$ cat config.mk
export PLATFORM = sky130hd
export DESIGN_NAME = bresenham_line_rasterizer
export DESIGN_NICKNAME = d
export VERILOG_FILES = /design/src/rtl/blr_pkg.sv /design/src/rtl/blr_front.sv /design/src/rtl/blr_queue.sv /design/src/rtl/blr_back.sv /design/src/rtl/bresenham_line_rasterizer.sv
export VERILOG_INCLUDE_DIRS = /design/src /design/src/rtl
export SDC_FILE = /design/constraint.sdc
export NUM_CORES = 1
export LEC_CHECK = 0
export BUFFER_PORTS_ARGS = -buffer_cell sky130_fd_sc_hd__buf_2
export CAP_MARGIN = 5
export CORE_MARGIN = 1
export CORE_UTILIZATION = 45
export CTS_CLUSTER_DIAMETER = 200
export CTS_CLUSTER_SIZE = 28
export DETAILED_ROUTE_END_ITERATION = 12
export GPL_ROUTABILITY_DRIVEN = 0
export GPL_TIMING_DRIVEN = 0
export SETUP_SLACK_MARGIN = 0.4
export SLEW_MARGIN = 20
export SYNTH_ARGS = -nofsm -noshare
export SYNTH_HDL_FRONTEND = slang
export SYNTH_SLANG_ARGS = --single-unit
$ cat constraint.sdc
create_clock -name clk -period 14.79 [get_ports clk]
set_input_delay 1.479 -clock clk [delete_from_list [all_inputs] [get_ports clk]]
set_output_delay 1.479 -clock clk [all_outputs]
set_load 0.02 [all_outputs]
$ cat src/rtl/bresenham_line_rasterizer_assert.svh
// Assertion macros used by the top level of the line rasterizer.
`ifndef BRESENHAM_LINE_RASTERIZER_ASSERT_SVH
`define BRESENHAM_LINE_RASTERIZER_ASSERT_SVH

// Same-cycle implication, sampled on clk and disabled while rst_n is low.
`define BLR_ASSERT_NOW(lbl, ante, cons, msg) \
  lbl: assert property (@(posedge clk) disable iff (!rst_n) (ante) |-> (cons)) else $error(msg);

// Next-cycle implication, sampled on clk and disabled while rst_n is low.
`define BLR_ASSERT_NEXT(lbl, ante, cons, msg) \
  lbl: assert property (@(posedge clk) disable iff (!rst_n) (ante) |=> (cons)) else $error(msg);

`endif

$ cat src/rtl/blr_pkg.sv
// Shared types and constants of the line rasterizer.
`default_nettype none

package blr_pkg;

  // Fixed field widths.
  localparam int ADDR_W  = 32;
  localparam int COLOR_W = 32;
  localparam int PITCH_W = 16;
  localparam int CFG_W   = 32;
  localparam int CFG_IDX_W = 1;

  // Command queue geometry.
  localparam int QDEPTH = 2;
  localparam int QPTR_W = 1;

  // Configuration register indexes.
  localparam logic [CFG_IDX_W-1:0] CFG_FRAME_BASE = 1'b0;
  localparam logic [CFG_IDX_W-1:0] CFG_ROW_PITCH  = 1'b1;

  // Reset value of the row pitch.
  localparam logic [PITCH_W-1:0] ROW_PITCH_RST = 16'd256;

  // Step direction codes, two's complement of -1, 0 and +1.
  localparam logic [1:0] STEP_ZERO = 2'b00;
  localparam logic [1:0] STEP_POS  = 2'b01;
  localparam logic [1:0] STEP_NEG  = 2'b11;

  // Status of the pixel walker as seen by the top level.
  typedef struct packed {
    logic busy;
    logic fire;
    logic last;
  } blr_back_stat_t;

endpackage

`default_nettype wire

$ cat src/rtl/blr_front.sv
// Front end: classifies a line command into walker setup values.
`default_nettype none

module blr_front
  import blr_pkg::*;
#(
  parameter int COORD_BITS = 6
) (
  input  wire logic [COORD_BITS-1:0]   start_x,
  input  wire logic [COORD_BITS-1:0]   start_y,
  input  wire logic [COORD_BITS-1:0]   end_x,
  input  wire logic [COORD_BITS-1:0]   end_y,
  input  wire logic [ADDR_W-1:0]       frame_base,
  input  wire logic [PITCH_W-1:0]      row_pitch,
  output logic [COORD_BITS:0]          twice_dx,
  output logic [COORD_BITS:0]          twice_dy,
  output logic [1:0]                   step_x,
  output logic [1:0]                   step_y,
  output logic                         x_major,
  output logic signed [COORD_BITS+2:0] error_init,
  output logic [ADDR_W-1:0]            row_address
);

  localparam int PROD_W = COORD_BITS + PITCH_W;

  logic signed [COORD_BITS:0] dx;
  logic signed [COORD_BITS:0] dy;
  logic [COORD_BITS-1:0]      abs_dx;
  logic [COORD_BITS-1:0]      abs_dy;
  logic [PROD_W-1:0]          row_offset;

  // Signed deltas and their magnitudes.
  always_comb begin
    dx = signed'({1'b0, end_x}) - signed'({1'b0, start_x});
    dy = signed'({1'b0, end_y}) - signed'({1'b0, start_y});
    abs_dx = dx[COORD_BITS] ? COORD_BITS'(-dx) : COORD_BITS'(dx);
    abs_dy = dy[COORD_BITS] ? COORD_BITS'(-dy) : COORD_BITS'(dy);
    twice_dx = {abs_dx, 1'b0};
    twice_dy = {abs_dy, 1'b0};
  end

  // Step directions per axis.
  always_comb begin
    if (dx == '0) begin
      step_x = STEP_ZERO;
    end else if (dx[COORD_BITS]) begin
      step_x = STEP_NEG;
    end else begin
      step_x = STEP_POS;
    end
    if (dy == '0) begin
      step_y = STEP_ZERO;
    end else if (dy[COORD_BITS]) begin
      step_y = STEP_NEG;
    end else begin
      step_y = STEP_POS;
    end
  end

  // Major axis choice and starting error term; ties go to y.
  always_comb begin
    x_major = twice_dx > twice_dy;
    if (x_major) begin
      error_init = signed'({2'b00, twice_dy}) - signed'({3'b000, abs_dx});
    end else begin
      error_init = signed'({2'b00, twice_dx}) - signed'({3'b000, abs_dy});
    end
  end

  // Address of the first row of the line.
  always_comb begin
    row_offset  = PROD_W'(start_y) * PROD_W'(row_pitch);
    row_address = frame_base + ADDR_W'(row_offset);
  end

endmodule

`default_nettype wire

$ cat src/rtl/blr_queue.sv
// Two-entry command queue between the front end and the pixel walker.
`default_nettype none

module blr_queue
  import blr_pkg::*;
#(
  parameter int DATA_W = 8
) (
  input  wire logic              clk,
  input  wire logic              rst_n,
  input  wire logic              push,
  input  wire logic [DATA_W-1:0] push_data,
  output logic                   full,
  input  wire logic              pop,
  output logic                   valid,
  output logic [DATA_W-1:0]      pop_data
);

  logic [DATA_W-1:0] mem_r [QDEPTH];
  logic [QPTR_W-1:0] wr_ptr_r, wr_ptr_nxt;
  logic [QPTR_W-1:0] rd_ptr_r, rd_ptr_nxt;
  logic [QPTR_W:0]   count_r, count_nxt;
  logic              do_push;
  logic              do_pop;

  assign full     = (count_r == (QPTR_W+1)'(QDEPTH));
  assign valid    = (count_r != '0);
  assign pop_data = mem_r[rd_ptr_r];
  assign do_push  = push && !full;
  assign do_pop   = pop && valid;

  // Pointer and fill count update.
  always_comb begin
    wr_ptr_nxt = do_push ? wr_ptr_r + 1'b1 : wr_ptr_r;
    rd_ptr_nxt = do_pop ? rd_ptr_r + 1'b1 : rd_ptr_r;
    count_nxt  = count_r;
    if (do_push && !do_pop) begin
      count_nxt = count_r + 1'b1;
    end else if (do_pop && !do_push) begin
      count_nxt = count_r - 1'b1;
    end
  end

  always_ff @(posedge clk) begin
    if (!rst_n) begin
      wr_ptr_r <= '0;
      rd_ptr_r <= '0;
      count_r  <= '0;
    end else begin
      wr_ptr_r <= wr_ptr_nxt;
      rd_ptr_r <= rd_ptr_nxt;
      count_r  <= count_nxt;
    end
  end

  // Entry storage.
  always_ff @(posedge clk) begin
    if (do_push) begin
      mem_r[wr_ptr_r] <= push_data;
    end
  end

endmodule

`default_nettype wire

$ cat src/rtl/blr_back.sv
// Pixel walker: steps one line point per cycle, while the output is not stalled, into an output register.
`default_nettype none

module blr_back
  import blr_pkg::*;
#(
  parameter int COORD_BITS = 6
) (
  input  wire logic                         clk,
  input  wire logic                         rst_n,
  input  wire logic                         cmd_valid,
  output logic                              cmd_ready,
  input  wire logic [COORD_BITS-1:0]        cmd_start_x,
  input  wire logic [COORD_BITS-1:0]        cmd_start_y,
  input  wire logic [COORD_BITS-1:0]        cmd_end_x,
  input  wire logic [COORD_BITS-1:0]        cmd_end_y,
  input  wire logic [COORD_BITS:0]          cmd_twice_dx,
  input  wire logic [COORD_BITS:0]          cmd_twice_dy,
  input  wire logic [1:0]                   cmd_step_x,
  input  wire logic [1:0]                   cmd_step_y,
  input  wire logic                         cmd_x_major,
  input  wire logic signed [COORD_BITS+2:0] cmd_error_init,
  input  wire logic [ADDR_W-1:0]            cmd_row_address,
  input  wire logic [COLOR_W-1:0]           cmd_color,
  input  wire logic [PITCH_W-1:0]           row_pitch,
  output logic                              out_valid,
  input  wire logic                         out_ready,
  output logic [COORD_BITS-1:0]             out_pixel_x,
  output logic [COORD_BITS-1:0]             out_pixel_y,
  output logic [ADDR_W-1:0]                 out_pixel_address,
  output logic [COLOR_W-1:0]                out_pixel_value,
  output logic                              out_last_pixel,
  output blr_back_stat_t                    stat
);

  localparam int ERR_W = COORD_BITS + 3;

  // Walker state.
  logic                    active_r, active_nxt;
  logic [COORD_BITS-1:0]   walk_x_r, walk_x_nxt;
  logic [COORD_BITS-1:0]   walk_y_r, walk_y_nxt;
  logic [COORD_BITS-1:0]   target_x_r;
  logic [COORD_BITS-1:0]   target_y_r;
  logic [COORD_BITS:0]     twice_dx_r;
  logic [COORD_BITS:0]     twice_dy_r;
  logic [1:0]              step_x_r;
  logic [1:0]              step_y_r;
  logic                    x_major_r;
  logic signed [ERR_W-1:0] err_r, err_nxt;
  logic [ADDR_W-1:0]       row_r, row_nxt;
  logic [COLOR_W-1:0]      color_r;

  // Output register.
  logic                  out_valid_r;
  logic [COORD_BITS-1:0] out_x_r;
  logic [COORD_BITS-1:0] out_y_r;
  logic [ADDR_W-1:0]     out_addr_r;
  logic [COLOR_W-1:0]    out_value_r;
  logic                  out_last_r;

  logic                    load;
  logic                    fire;
  logic                    last;
  logic                    err_ge;
  logic                    move_x;
  logic                    move_y;
  logic signed [ERR_W-1:0] err_mid;
  logic [ADDR_W-1:0]       pixel_addr;

  assign cmd_ready = !active_r;
  assign load      = cmd_valid && !active_r;
  assign fire      = active_r && (!out_valid_r || out_ready);

  // Decide this point and the next step.
  always_comb begin
    last    = x_major_r ? (walk_x_r == target_x_r) : (walk_y_r == target_y_r);
    err_ge  = !err_r[ERR_W-1];
    move_x  = x_major_r || err_ge;
    move_y  = !x_major_r || err_ge;
    if (err_ge) begin
      err_mid = x_major_r ? err_r - signed'({2'b00, twice_dx_r})
                          : err_r - signed'({2'b00, twice_dy_r});
    end else begin
      err_mid = err_r;
    end
    pixel_addr = row_r + ADDR_W'({walk_x_r, 2'b00});
  end

  // Next walker state.
  always_comb begin
    active_nxt = active_r;
    walk_x_nxt = walk_x_r;
    walk_y_nxt = walk_y_r;
    err_nxt    = err_r;
    row_nxt    = row_r;
    if (load) begin
      active_nxt = 1'b1;
      walk_x_nxt = cmd_start_x;
      walk_y_nxt = cmd_start_y;
      err_nxt    = cmd_error_init;
      row_nxt    = cmd_row_address;
    end else if (fire) begin
      if (last) begin
        active_nxt = 1'b0;
      end else begin
        err_nxt = x_major_r ? err_mid + signed'({2'b00, twice_dy_r})
                            : err_mid + signed'({2'b00, twice_dx_r});
        if (move_x) begin
          walk_x_nxt = walk_x_r + {{(COORD_BITS-2){step_x_r[1]}}, step_x_r};
        end
        if (move_y) begin
          walk_y_nxt = walk_y_r + {{(COORD_BITS-2){step_y_r[1]}}, step_y_r};
          case (step_y_r)
            STEP_POS: row_nxt = row_r + ADDR_W'(row_pitch);
            STEP_NEG: row_nxt = row_r - ADDR_W'(row_pitch);
            default:  row_nxt = row_r;
          endcase
        end
      end
    end
  end

  always_ff @(posedge clk) begin
    if (!rst_n) begin
      active_r    <= 1'b0;
      out_valid_r <= 1'b0;
    end else begin
      active_r <= active_nxt;
      if (fire) begin
        out_valid_r <= 1'b1;
      end else if (out_ready) begin
        out_valid_r <= 1'b0;
      end
    end
  end

  // Walker payload registers.
  always_ff @(posedge clk) begin
    walk_x_r <= walk_x_nxt;
    walk_y_r <= walk_y_nxt;
    err_r    <= err_nxt;
    row_r    <= row_nxt;
    if (load) begin
      target_x_r <= cmd_end_x;
      target_y_r <= cmd_end_y;
      twice_dx_r <= cmd_twice_dx;
      twice_dy_r <= cmd_twice_dy;
      step_x_r   <= cmd_step_x;
      step_y_r   <= cmd_step_y;
      x_major_r  <= cmd_x_major;
      color_r    <= cmd_color;
    end
  end

  // Output word capture.
  always_ff @(posedge clk) begin
    if (fire) begin
      out_x_r     <= walk_x_r;
      out_y_r     <= walk_y_r;
      out_addr_r  <= pixel_addr;
      out_value_r <= color_r;
      out_last_r  <= last;
    end
  end

  assign out_valid         = out_valid_r;
  assign out_pixel_x       = out_x_r;
  assign out_pixel_y       = out_y_r;
  assign out_pixel_address = out_addr_r;
  assign out_pixel_value   = out_value_r;
  assign out_last_pixel    = out_last_r;

  assign stat.busy = active_r;
  assign stat.fire = fire;
  assign stat.last = last;

endmodule

`default_nettype wire

$ cat src/rtl/bresenham_line_rasterizer.sv
// Top level of the line rasterizer: config registers, front end, queue, walker.
// A pixel word of a line is registered in the queue, then in the walker state, then in the output register.
// Throughput: one pixel word per cycle while out_ready does not stall the output, for a line of
// up to 64 pixels, with a load of the next command from the queue between lines.
// The walker's single error-term update per cycle sets that rate; the queue holds two commands.
// Reset: frame_base clears to 0, row_pitch goes to 256, queue and walker come up empty.
`default_nettype none

`include "bresenham_line_rasterizer_assert.svh"

module bresenham_line_rasterizer
  import blr_pkg::*;
#(
  parameter int COORD_BITS = 6
) (
  input  wire logic                  clk,
  input  wire logic                  rst_n,
  // Configuration port
  input  wire logic                  cfg_we,
  input  wire logic [CFG_IDX_W-1:0]  cfg_index,
  input  wire logic [CFG_W-1:0]      cfg_wdata,
  // Command channel
  input  wire logic                  in_valid,
  output logic                       in_ready,
  input  wire logic [COORD_BITS-1:0] in_start_x,
  input  wire logic [COORD_BITS-1:0] in_start_y,
  input  wire logic [COORD_BITS-1:0] in_end_x,
  input  wire logic [COORD_BITS-1:0] in_end_y,
  input  wire logic [COLOR_W-1:0]    in_line_color,
  // Pixel channel
  output logic                       out_valid,
  input  wire logic                  out_ready,
  output logic [COORD_BITS-1:0]      out_pixel_x,
  output logic [COORD_BITS-1:0]      out_pixel_y,
  output logic [ADDR_W-1:0]          out_pixel_address,
  output logic [COLOR_W-1:0]         out_pixel_value,
  output logic                       out_last_pixel
);

  localparam int ERR_W = COORD_BITS + 3;
  localparam int CMD_W = 4 * COORD_BITS + 2 * (COORD_BITS + 1) + 4 + 1 + ERR_W
                         + ADDR_W + COLOR_W;

  logic [ADDR_W-1:0]  frame_base_r;
  logic [PITCH_W-1:0] row_pitch_r;

  // Configuration registers.
  always_ff @(posedge clk) begin
    if (!rst_n) begin
      frame_base_r <= '0;
      row_pitch_r  <= ROW_PITCH_RST;
    end else if (cfg_we) begin
      case (cfg_index)
        CFG_FRAME_BASE: frame_base_r <= cfg_wdata[ADDR_W-1:0];
        CFG_ROW_PITCH:  row_pitch_r  <= cfg_wdata[PITCH_W-1:0];
        default:        ;
      endcase
    end
  end

  // Front end.
  logic [COORD_BITS:0]     f_twice_dx, f_twice_dy;
  logic [1:0]              f_step_x, f_step_y;
  logic                    f_x_major;
  logic signed [ERR_W-1:0] f_error_init;
  logic [ADDR_W-1:0]       f_row_address;

  blr_front #(
    .COORD_BITS (COORD_BITS)
  ) u_front (
    .start_x     (in_start_x),
    .start_y     (in_start_y),
    .end_x       (in_end_x),
    .end_y       (in_end_y),
    .frame_base  (frame_base_r),
    .row_pitch   (row_pitch_r),
    .twice_dx    (f_twice_dx),
    .twice_dy    (f_twice_dy),
    .step_x      (f_step_x),
    .step_y      (f_step_y),
    .x_major     (f_x_major),
    .error_init  (f_error_init),
    .row_address (f_row_address)
  );

  // Command queue.
  logic             q_full;
  logic             q_valid;
  logic             q_pop;
  logic [CMD_W-1:0] q_push_data;
  logic [CMD_W-1:0] q_pop_data;

  assign in_ready    = !q_full;
  assign q_push_data = {in_start_x, in_start_y, in_end_x, in_end_y, f_twice_dx, f_twice_dy,
                        f_step_x, f_step_y, f_x_major, f_error_init, f_row_address,
                        in_line_color};

  blr_queue #(
    .DATA_W (CMD_W)
  ) u_queue (
    .clk       (clk),
    .rst_n     (rst_n),
    .push      (in_valid),
    .push_data (q_push_data),
    .full      (q_full),
    .pop       (q_pop),
    .valid     (q_valid),
    .pop_data  (q_pop_data)
  );

  // Unpack the queued command.
  logic [COORD_BITS-1:0]   c_start_x, c_start_y, c_end_x, c_end_y;
  logic [COORD_BITS:0]     c_twice_dx, c_twice_dy;
  logic [1:0]              c_step_x, c_step_y;
  logic                    c_x_major;
  logic signed [ERR_W-1:0] c_error_init;
  logic [ADDR_W-1:0]       c_row_address;
  logic [COLOR_W-1:0]      c_color;

  assign {c_start_x, c_start_y, c_end_x, c_end_y, c_twice_dx, c_twice_dy, c_step_x,
          c_step_y, c_x_major, c_error_init, c_row_address, c_color} = q_pop_data;

  // Pixel walker.
  blr_back_stat_t back_stat;

  blr_back #(
    .COORD_BITS (COORD_BITS)
  ) u_back (
    .clk               (clk),
    .rst_n             (rst_n),
    .cmd_valid         (q_valid),
    .cmd_ready         (q_pop),
    .cmd_start_x       (c_start_x),
    .cmd_start_y       (c_start_y),
    .cmd_end_x         (c_end_x),
    .cmd_end_y         (c_end_y),
    .cmd_twice_dx      (c_twice_dx),
    .cmd_twice_dy      (c_twice_dy),
    .cmd_step_x        (c_step_x),
    .cmd_step_y        (c_step_y),
    .cmd_x_major       (c_x_major),
    .cmd_error_init    (c_error_init),
    .cmd_row_address   (c_row_address),
    .cmd_color         (c_color),
    .row_pitch         (row_pitch_r),
    .out_valid         (out_valid),
    .out_ready         (out_ready),
    .out_pixel_x       (out_pixel_x),
    .out_pixel_y       (out_pixel_y),
    .out_pixel_address (out_pixel_address),
    .out_pixel_value   (out_pixel_value),
    .out_last_pixel    (out_last_pixel),
    .stat              (back_stat)
  );

  // An accepted command is waiting in the queue on the next cycle.
  `BLR_ASSERT_NEXT(a_push_lands, in_valid && in_ready, q_valid, "accepted command lost")
  // The walker goes idle right after emitting the last point of a line.
  `BLR_ASSERT_NEXT(a_last_ends, back_stat.fire && back_stat.last, !back_stat.busy, "walker overran line end")
  // With nothing queued or in flight, no pixel word can appear.
  `BLR_ASSERT_NEXT(a_no_phantom, !back_stat.busy && !q_valid && (!out_valid || out_ready), !out_valid, "pixel without command")

endmodule

`default_nettype wire
==> results_dict.tcl <==
set metrics [dict create \
    status "completed" \
    fmax_mhz 156 \
    worstPathArrival_ns 6.71 \
    synthToLayoutAreaGrowth_pct 10.4 \
    num_rows 87 \
    root_buffer "clkbuf_16" \
    rsz0062_at_grt "no" \
    synth-edff-count 414 \
    post-route-util 0.503 \
    coreArea_mm2 0.0564 \
    use_met1 0.289 \
    crit_buf_inv 7 \
    clkSinkCount 469 \
    viasPerCell 5.37 \
    skew_ns 0.0512 \
    final-hold-violation-count 0 \
    numCtsBuffers 20 \
    finalCritPeriodShare 0.433 \
    nFillCells 5090 \
    maxCapViolCount 0 \
    antenna_found_initial 0 \
    gr-usage-met3 0.0275 \
    drtIter0Drc 1235 \
    synth_cell_types 73 \
    holdWs_ns 0.424 \
    syn_inst 2130 \
    yosysWarnings 0 \
    port_buffers 171 \
    cts_buffer_depth 3 \
    start_util 0.456 \
    drive_above_1_share 0.135 \
    layout.nets 2646 \
    antenna_left 0 \
    critPathRequiredTime_ns 15.11 \
    first_pass_iters 6 \
    cts_resized 0 \
    slowest_stage "fa_1" \
    ctsHtreeMaxLevel 1 \
    start_kind "input pin" \
    finalCriticalPeriod_ns 6.40 \
    post_cts_buffers 0 \
    multi_input_area_mm2 0.0113 \
    diodes 0 \
    slew_violations 0 \
    crit_path_max_incr_delay_ns 0.54 \
    netlist_area_mm2 0.0257 \
    syn_nets 2441 \
    cts_tree "yes" \
    wirelength_um 59900 \
    regArea_mm2 0.0135 \
    drcViolationCount 0 \
    power_density_mw_per_mm2 202 \
    syn_avg_cell_area_um2 12.1 \
    clk_latency_ns 0.59 \
    yosys_most_used_dff "edfxtp_1" \
    cp_top_family "adder cells" \
    crit_fanout 10 \
    grt_overflow_total 0 \
    synthArstFlopShare 0 \
    path_cells "buf_2, buf_1, inv_1, nor2_1, ha_1, fa_1, fa_1, inv_1, fa_1, inv_1, ha_1, clkbuf_2, nand4_1, nor4_1, o2111ai_1, o211ai_1, o21ai_1, buf_2, o311ai_0" \
    tns_ns 0 \
    die_h_um 241 \
    ios 173 \
    relSlewSlack 0.283 \
    instances_no_fill 3105 \
    die_w_um 241 \
    power.static_leakage_nw 11.1 \
    worstHoldPathType "reg2reg" \
    top_usage_layer "met2" \
    end_kind "register" \
    routedWlPerCell_um 19.3 \
    die_area_mm2 0.0581 \
    clkTransAtPathRegs_ns 0.11 \
    dp_slack_ns 7.87 \
    grt_pass1_vias 16603 \
    grt_start_max_net_pins 45 \
    final_cell_mix "edfxtp_1, nand2_1, buf_2" \
    vias 16660 \
    grt.total_usage 0.207 \
    finalSetupViolCount 0 \
    grt_util_met2 0.342 \
    place_inst 3069 \
    synth_seq_cells 469 \
    grt_pass1_wl_um 92500 \
    yosysSeqAreaShare 0.526 \
    worstSetupPathType "in2reg" \
    worst_pin_slew_ns 1.07 \
    fin_ws_ns 8.39 \
    layout_commonest_cell "edfxtp_1" \
    vdd.ir_drop.worst_uv 120 \
    hpwlAfterDp_um 46000 \
    cts_hold_buf 0 \
]
## synthesized netlist by cell type, types with 6 or more instances
cell | number | area share
nor3_1 | 19 | 0.0037
and4_1 | 6 | 0.0020
xor2_1 | 58 | 0.020
o21a_1 | 20 | 0.0058
inv_1 | 170 | 0.025
dfxtp_1 | 55 | 0.043
a21oi_1 | 104 | 0.020
buf_1 | 13 | 0.0019
clkbuf_1 | 63 | 0.0092
a21boi_0 | 51 | 0.015
or2_2 | 7 | 0.0017
mux2i_1 | 42 | 0.016
a21o_1 | 37 | 0.011
nand2b_1 | 11 | 0.0027
nor4_1 | 10 | 0.0024
and3_1 | 15 | 0.0037
o31ai_1 | 10 | 0.0029
o21ai_0 | 84 | 0.016
nand2_1 | 188 | 0.027
nand3_1 | 31 | 0.0060
o211ai_1 | 9 | 0.0026
nor2b_1 | 30 | 0.0073
edfxtp_1 | 414 | 0.48
xnor2_1 | 82 | 0.028
nand4_1 | 12 | 0.0029
a31oi_1 | 10 | 0.0024
fa_1 | 86 | 0.067
nor2_1 | 77 | 0.011
ha_1 | 131 | 0.064
a211oi_1 | 24 | 0.0070
nor3b_1 | 6 | 0.0018
and2_1 | 85 | 0.021
or3_1 | 9 | 0.0022
o21bai_1 | 17 | 0.0050
or4_1 | 6 | 0.0018
mux2_2 | 77 | 0.034
## layout make-up
cell class / count / share of cell area
Buffer: 81 / 0.0111
Clock inverter: 2 / 0.000882
Timing Repair Buffer: 183 / 0.0397
Multi-Input combinational cell: 1410 / 0.396
Tap cell: 756 / 0.0333
Sequential cell: 469 / 0.477
Inverter: 170 / 0.0225
Clock buffer: 34 / 0.0195
## path summary, 6_finish.rpt
| check | depth (start not counted) | slack (ns) | endpoint | startpoint |
|---|---|---|---|---|
| setup reg to reg | 17 | 9.06 | u_queue.mem_r[1][56] | row_pitch_r[13] |
| setup / recovery | 19 | 8.39 | u_queue.mem_r[1][56] | in_start_y[1] |
| hold / removal | 0 | 0.42 | u_back.out_pixel_value[10] | u_back.color_r[10] |
| hold reg to reg | 0 | 0.42 | u_back.out_pixel_value[10] | u_back.color_r[10] |
## through the flow
| step | total power [mW] | area [µm²] |
|---|---|---|
| 2_1_floorplan | 4.29 | 25700 |
| 3_3_place_gp | 5.00 | 27500 |
| 3_5_place_dp | 5.08 | 27800 |
| 4_1_cts | 5.77 | 28400 |
| 5_1_grt | 6.15 | 28400 |
| 6_report | 5.74 | 28400 |
## routing by layer
layer / part of all wire / vias up
met2: 0.47 / 386
met3: 0.048 / 59
met4: 0.020 / 0
met5: 0 / -
li1: - / 7987
met1: 0.46 / 8228
## power breakdown
| part | leakage [nW] | switching, mW | internal (mW) | total, mW |
|---|---|---|---|---|
| Combinational | 6.45 | 1.71 | 1.13 | 2.84 |
| Sequential | 4.33 | 0.184 | 2.05 | 2.23 |
| Clock | 0.274 | 0.410 | 0.263 | 0.673 |
| Total | 11.1 | 2.31 | 3.44 | 5.74 |
## registers in the layout, summed over array words and instances (netlist names), 2 cells and up, named ones only
register,count
u_back.color_r,32
u_back.twice_dx_r,6
row_pitch_r,16
u_back.err_r,8
u_back.out_pixel_y,6
u_back.twice_dy_r,6
u_back.out_pixel_value,32
u_back.walk_x_r,6
u_queue.count_r,2
u_back.out_pixel_x,6
u_back.step_x_r,2
u_back.walk_y_r,6
u_back.step_y_r,2
u_back.row_r,32
u_back.target_y_r,6
u_back.out_pixel_address,32
u_back.target_x_r,6
u_queue.mem_r,224
frame_base_r,32
## logic make-up (layout without fill, tap and decap cells)
logic type	Yosys count	in the layout	synth area share
and+or+nand+nor	517	517	0.0993
DFF	469	469	0.526
AOI/OAI and AO/OA	415	415	0.107
buffers and inverters	251	470	0.0369
adders and majority gates	217	217	0.131
xor gates and xnor gates	142	142	0.0495
muxes	119	119	0.0501
Power figures use the tool's default switching activity.
